### config.mk
export PLATFORM = sky130hd
export DESIGN_NAME = hem_front
export DESIGN_NICKNAME = d
export VERILOG_FILES = /design/src/rtl/hem_pkg.sv /design/src/rtl/hem_front.sv
export VERILOG_INCLUDE_DIRS = /design/src /design/src/rtl
export SDC_FILE = /design/constraint.sdc
export NUM_CORES = 1
export LEC_CHECK = 0
export BUFFER_PORTS_ARGS = -buffer_cell sky130_fd_sc_hd__buf_2
export CORE_MARGIN = 3
export CORE_UTILIZATION = 47
export CTS_CLUSTER_SIZE = 24
export DETAILED_ROUTE_END_ITERATION = 8
export PLACE_DENSITY = 0.76
export SYNTH_ARGS = -nofsm -noshare
export SYNTH_HDL_FRONTEND = slang
export SYNTH_SLANG_ARGS = --single-unit
### constraint.sdc
create_clock -name clk -period 3.6 [get_ports clk]
set_input_delay 0.36 -clock clk [delete_from_list [all_inputs] [get_ports clk]]
set_output_delay 0.36 -clock clk [all_outputs]
set_load 0.02 [all_outputs]
### src/rtl/hdr_exposure_merge_defines.svh
// assertion macros shared by the hdr exposure merge rtl
`ifndef HDR_EXPOSURE_MERGE_DEFINES_SVH
`define HDR_EXPOSURE_MERGE_DEFINES_SVH

// check that holds in the same cycle as its condition
`define HEM_ASSERT_SAME(label, ante, cons, msg) \
  label: assert property (@(posedge clk) disable iff (!rst_n) (ante) |-> (cons)) \
    else $error(msg);

// check that holds in the cycle after its condition
`define HEM_ASSERT_NEXT(label, ante, cons, msg) \
  label: assert property (@(posedge clk) disable iff (!rst_n) (ante) |=> (cons)) \
    else $error(msg);

`endif

### src/rtl/hem_pkg.sv
// types and constants shared by the hdr exposure merge modules
package hem_pkg;

  localparam int CODE_BITS    = 16;
  localparam int VALUE_BITS   = 16;
  localparam int COEF_BITS    = 24;
  localparam int RAD_BITS     = 32;
  localparam int SUM_BITS     = 64;
  localparam int FRAC_BITS    = 16;
  localparam int WC_BITS      = VALUE_BITS + COEF_BITS;
  localparam int SPLIT_BITS   = WC_BITS / 2;
  localparam int PN_BITS      = VALUE_BITS + SPLIT_BITS;
  localparam int PD_BITS      = COEF_BITS + SPLIT_BITS;
  localparam int NUM_INC_BITS = VALUE_BITS + WC_BITS;
  localparam int DVD_BITS     = SUM_BITS + FRAC_BITS;
  localparam int DIV_STEPS    = DVD_BITS;
  localparam int DIV_CLIP_STEPS = DVD_BITS - RAD_BITS;
  localparam int DIV_CNT_BITS = $clog2(DIV_STEPS);
  localparam int QUEUE_DEPTH  = 2;
  localparam int QPTR_BITS    = $clog2(QUEUE_DEPTH);
  localparam int QCNT_BITS    = $clog2(QUEUE_DEPTH + 1);
  localparam int NUM_CH       = 3;

  localparam logic OP_WRITE  = 1'b0;
  localparam logic OP_SAMPLE = 1'b1;

  localparam logic [1:0] SEL_RED    = 2'd0;
  localparam logic [1:0] SEL_GREEN  = 2'd1;
  localparam logic [1:0] SEL_BLUE   = 2'd2;
  localparam logic [1:0] SEL_WEIGHT = 2'd3;

  localparam logic [1:0] LANE_SEL [NUM_CH] = '{SEL_RED, SEL_GREEN, SEL_BLUE};

  typedef struct packed {
    logic                  op;
    logic [1:0]            table_select;
    logic [CODE_BITS-1:0]  table_index;
    logic [VALUE_BITS-1:0] table_value;
    logic [CODE_BITS-1:0]  sample_red;
    logic [CODE_BITS-1:0]  sample_green;
    logic [CODE_BITS-1:0]  sample_blue;
    logic [COEF_BITS-1:0]  exposure_coef;
    logic                  last_frame;
  } in_item_t;

  typedef struct packed {
    logic [RAD_BITS-1:0] radiance_red;
    logic [RAD_BITS-1:0] radiance_green;
    logic [RAD_BITS-1:0] radiance_blue;
    logic                saturated;
  } out_item_t;

  typedef enum logic [1:0] {
    KIND_WRITE,
    KIND_SAMPLE,
    KIND_LAST
  } item_kind_t;

  typedef struct packed {
    item_kind_t kind;
    in_item_t   data;
  } q_item_t;

  typedef struct packed {
    logic resp_we;
    logic weight_we;
    logic rd_en;
    logic mul1;
    logic mul2;
    logic comb;
    logic acc;
    logic div_load;
    logic div_step;
    logic div_hi;
  } lane_ctrl_t;

  typedef struct packed {
    logic [RAD_BITS-1:0] radiance;
    logic                clip;
  } lane_res_t;

endpackage

### src/rtl/hem_front.sv
// input queue that takes beats and tags each one as table write, sample or last sample
`include "hdr_exposure_merge_defines.svh"

module hem_front import hem_pkg::*; (
  input  logic     clk,
  input  logic     rst_n,
  input  logic     in_valid,
  output logic     in_ready,
  input  in_item_t in_data,
  output logic     head_valid,
  output q_item_t  head,
  input  logic     pop
);

  q_item_t              fifo_r [QUEUE_DEPTH];
  logic [QPTR_BITS-1:0] wr_ptr_r, wr_ptr_nxt;
  logic [QPTR_BITS-1:0] rd_ptr_r, rd_ptr_nxt;
  logic [QCNT_BITS-1:0] cnt_r, cnt_nxt;
  logic                 push;
  q_item_t              entry;

  assign in_ready   = (cnt_r != QCNT_BITS'(QUEUE_DEPTH));
  assign push       = in_valid && in_ready;
  assign head_valid = (cnt_r != '0);
  assign head       = fifo_r[rd_ptr_r];

  always_comb begin
    entry.data = in_data;
    if (in_data.op == OP_WRITE) begin
      entry.kind = KIND_WRITE;
    end else if (in_data.last_frame) begin
      entry.kind = KIND_LAST;
    end else begin
      entry.kind = KIND_SAMPLE;
    end
  end

  always_comb begin
    wr_ptr_nxt = wr_ptr_r;
    rd_ptr_nxt = rd_ptr_r;
    cnt_nxt    = cnt_r;
    if (push) begin
      wr_ptr_nxt = (wr_ptr_r == QPTR_BITS'(QUEUE_DEPTH - 1)) ? '0 : wr_ptr_r + 1'b1;
    end
    if (pop) begin
      rd_ptr_nxt = (rd_ptr_r == QPTR_BITS'(QUEUE_DEPTH - 1)) ? '0 : rd_ptr_r + 1'b1;
    end
    if (push && !pop) begin
      cnt_nxt = cnt_r + 1'b1;
    end else if (pop && !push) begin
      cnt_nxt = cnt_r - 1'b1;
    end
  end

  always_ff @(posedge clk) begin
    if (!rst_n) begin
      wr_ptr_r <= '0;
      rd_ptr_r <= '0;
      cnt_r    <= '0;
    end else begin
      wr_ptr_r <= wr_ptr_nxt;
      rd_ptr_r <= rd_ptr_nxt;
      cnt_r    <= cnt_nxt;
    end
  end

  always_ff @(posedge clk) begin
    if (push) begin
      fifo_r[wr_ptr_r] <= entry;
    end
  end

  `HEM_ASSERT_SAME(a_cnt_bound, 1'b1, cnt_r <= QCNT_BITS'(QUEUE_DEPTH), "queue count overrun")
  `HEM_ASSERT_SAME(a_pop_nonempty, pop, head_valid, "pop from empty queue")
  `HEM_ASSERT_NEXT(a_cnt_hold, !push && !pop, cnt_r == $past(cnt_r), "queue count moved idle")

endmodule

==> reports/summary.txt <==
Pwr/cell area: 632.0 nW/um^2
Via density per instance: 4.972
RR Startpoint: cnt_r[0]
Critical Path Source Type: register
Setup violators final: 0
Skew-Pair Late Insertion Delay: 0.49 ns
Initial drt markers: 207
Leak: 3.857 nW
Syn_nets: 481
Mapped cell area: 8224 um^2
First-pass iteration count of the detailed router: 5
Share of cells above drive strength 1: 60.51%
Rel. slew slack: 46.87%
Status: finished clean
Max Slew Vio Count: 0
GRT Resource Usage Total: 15.33%
Synth Area in XOR/XNOR: 0.3195%
CTS tree: yes
Hold Path Sink: fifo_r[1][59]
Fin crit share: 73.47%
Setup TNS: 0 ns
R2r endpoint: fifo_r[0][106]
Post-synth EDFFs: 220
Worst hold path type: in2reg
Overflow after GRT: 0
Pre-CTS WS: 1.433 ns
Layout area overhead: 25.39%
Hold Crit Start: in_data[59]
Reg clk slew, reported paths: 0.06 ns
Initial antenna violation count: 0
H-tree Lvls: 1
Final worst slack: 0.9550 ns
Core ar.: 16880 um^2
Asr flop ratio synth: 0%
Die height: 138.3 um
Antenna Violating Nets Remaining: 0
Worst Skew: 0.006993 ns
IO Port Bufs: 223
Die area: 19120 um^2
Largest family of logic cells by synthesized area: multiplexers
WL/cell: 17.86 um
Primary FF master, synth: edfxtp_1
Initial Util: 48.73%
Routed WL: 15060 um
Average footprint of a synthesized cell: 22.35 um^2
Clk buf depth: 3
Post-DP HPWL: 10080 um
# rows: 47
Largest net degree at the start of global routing: 67
CP required: 3.24 ns
Yosys Warn Count: 0
Hold Buf Count CTS: 0
Crit. End Element: output pin
Critical Path AT: 2.29 ns
Simple-gate share of the synthesized area: 0.9433%
Core Util, Final: 61.10%
Vias: 4191
Antenna Cells: 0
# Post-CTS Setup Buffers: 0
First-pass GRT wire length: 23800 um
Vias in the first global route: 4520
Adder-Cell Fraction of Synth Area: 0.1521%
PostCTS Resize Cnt: 0
Final min period: 2.645 ns
CTS buffer count: 23
WHS Path Cells: 1
Worst slew pin tran: 0.7969 ns
Die X: 138.3 um
Final hold violations: 0
Compound-Gate Fraction of Synth Area: 0.3651%
Post-synthesis mux area share: 15.06%
Synthesis-stage register bit count: 225
Crit-path max FO: 66
Nets: 720
R2r worst-path depth: 4
Peak supply drop: 0.6300 mV
CTS Sinks: 225
IO Count: 224
R2R setup slack: 1.50 ns
Crit Path Category: reg2out
Root buffer cell: clkbuf_16
Synthesized instance count: 368
Fmax: 0.3781 GHz
RD Place Congestion: 0.7586
Cell variety after synth: 21
RSZ-0062 raised after global routing: no
MaxCap Viol Count: 0
DRC errors left: 0
Post-synthesis sequential area ratio: 81.55%
-- synth_stat cells (2+ instances only) --
cell | count | area share (%)
xor2_1 | 2 | 0.21
dfxtp_1 | 5 | 1.2
buf_6 | 10 | 1.4
mux2_2 | 110 | 15
edfxtp_1 | 220 | 80
and2_1 | 5 | 0.38
inv_1 | 2 | 0.091
-- sequential cells by signal (all words and copies together) (netlist names), named ones only --
name	count
cnt_r	2
fifo_r	220
wr_ptr_r	1
rd_ptr_r	1
-- kinds of logic (layout without fill, tap and decap cells) --
family,Yosys count,after routing
compound gates,4,4
simple gates,11,11
fa+ha+maj,1,1
mux,110,110
xor+xnor,3,3
flops,225,225
buf+inv,14,269
-- worst max-delay path by stage --
| stage | startpoint | to | slack, ns | depth (start not counted) |
|---|---|---|---|---|
| 2_1_floorplan | cnt_r[0] | fifo_r[0][0] | 0.34 | 3 |
| 3_3_place_gp | register | head[103] | 1.46 | 3 |
| 3_5_place_dp | register | head[103] | 1.43 | 3 |
| 4_1_cts | register | head[103] | 0.92 | 3 |
| 5_1_grt | register | head[103] | 0.83 | 3 |
| 6_report | register | head[103] | 0.95 | 3 |
-- per-layer routing --
| layer | routed length [um] | global-route usage [%] | part of all wire (%) | vias to the layer above |
|---|---|---|---|---|
| li1 | - | - | - | 1942 |
| met1 | 5948 | 18.88 | 40 | 2050 |
| met2 | 7465 | 25.95 | 50 | 162 |
| met3 | 1217 | 4.834 | 8.1 | 37 |
| met4 | 427 | 4.992 | 2.8 | 0 |
| met5 | 0 | 0 | 0 | - |
-- stage by stage --
step	hold WS, ns	instances	power [mW]	instance area [um^2]
CTS	0.04081	843	6.595	10310
global placement	0.5098	802	4.263	9562
detailed placement	0.5513	802	4.299	9562
finish	0.05855	843	6.518	10310
floorplan	0.4589	368	3.949	8225
global route	0.03955	843	6.780	10310
-- placed cells by master, fill, tap and decap left out, drive strengths merged, types with 5 or more instances in the layout --
master  count
buf       226
dfxtp       5
clkbuf     31
edfxtp    220
and2        5
clkinv      8
mux2      110
-- final cells by class --
| class | instances | area [um^2] |
|---|---|---|
| multi-input combinational | 129 | 1390 |
| tap | 220 | 275.3 |
| fill | 1230 | 6565 |
| timing repair buffer | 226 | 1176 |
| clock buffer | 31 | 645.6 |
| inverter | 2 | 10.01 |
| sequential | 225 | 6710 |
| clock inverter | 10 | 105.1 |
-- power breakdown --
| part | switching [mW] | internal (mW) | leakage (nW) |
|---|---|---|---|
| sequential | 0.0772 | 3.18 | 2.10 |
| combinational | 0.594 | 0.377 | 1.39 |
| clock | 0.893 | 1.40 | 0.372 |
| total | 1.56 | 4.95 | 3.86 |
-- critical path, cell delays in order (launching register included) --
cell,delay (ns)
dfxtp_4,0.72
buf_12,0.36
mux2_2,0.42
buf_2,0.17
Power figures use the tool's default switching activity.
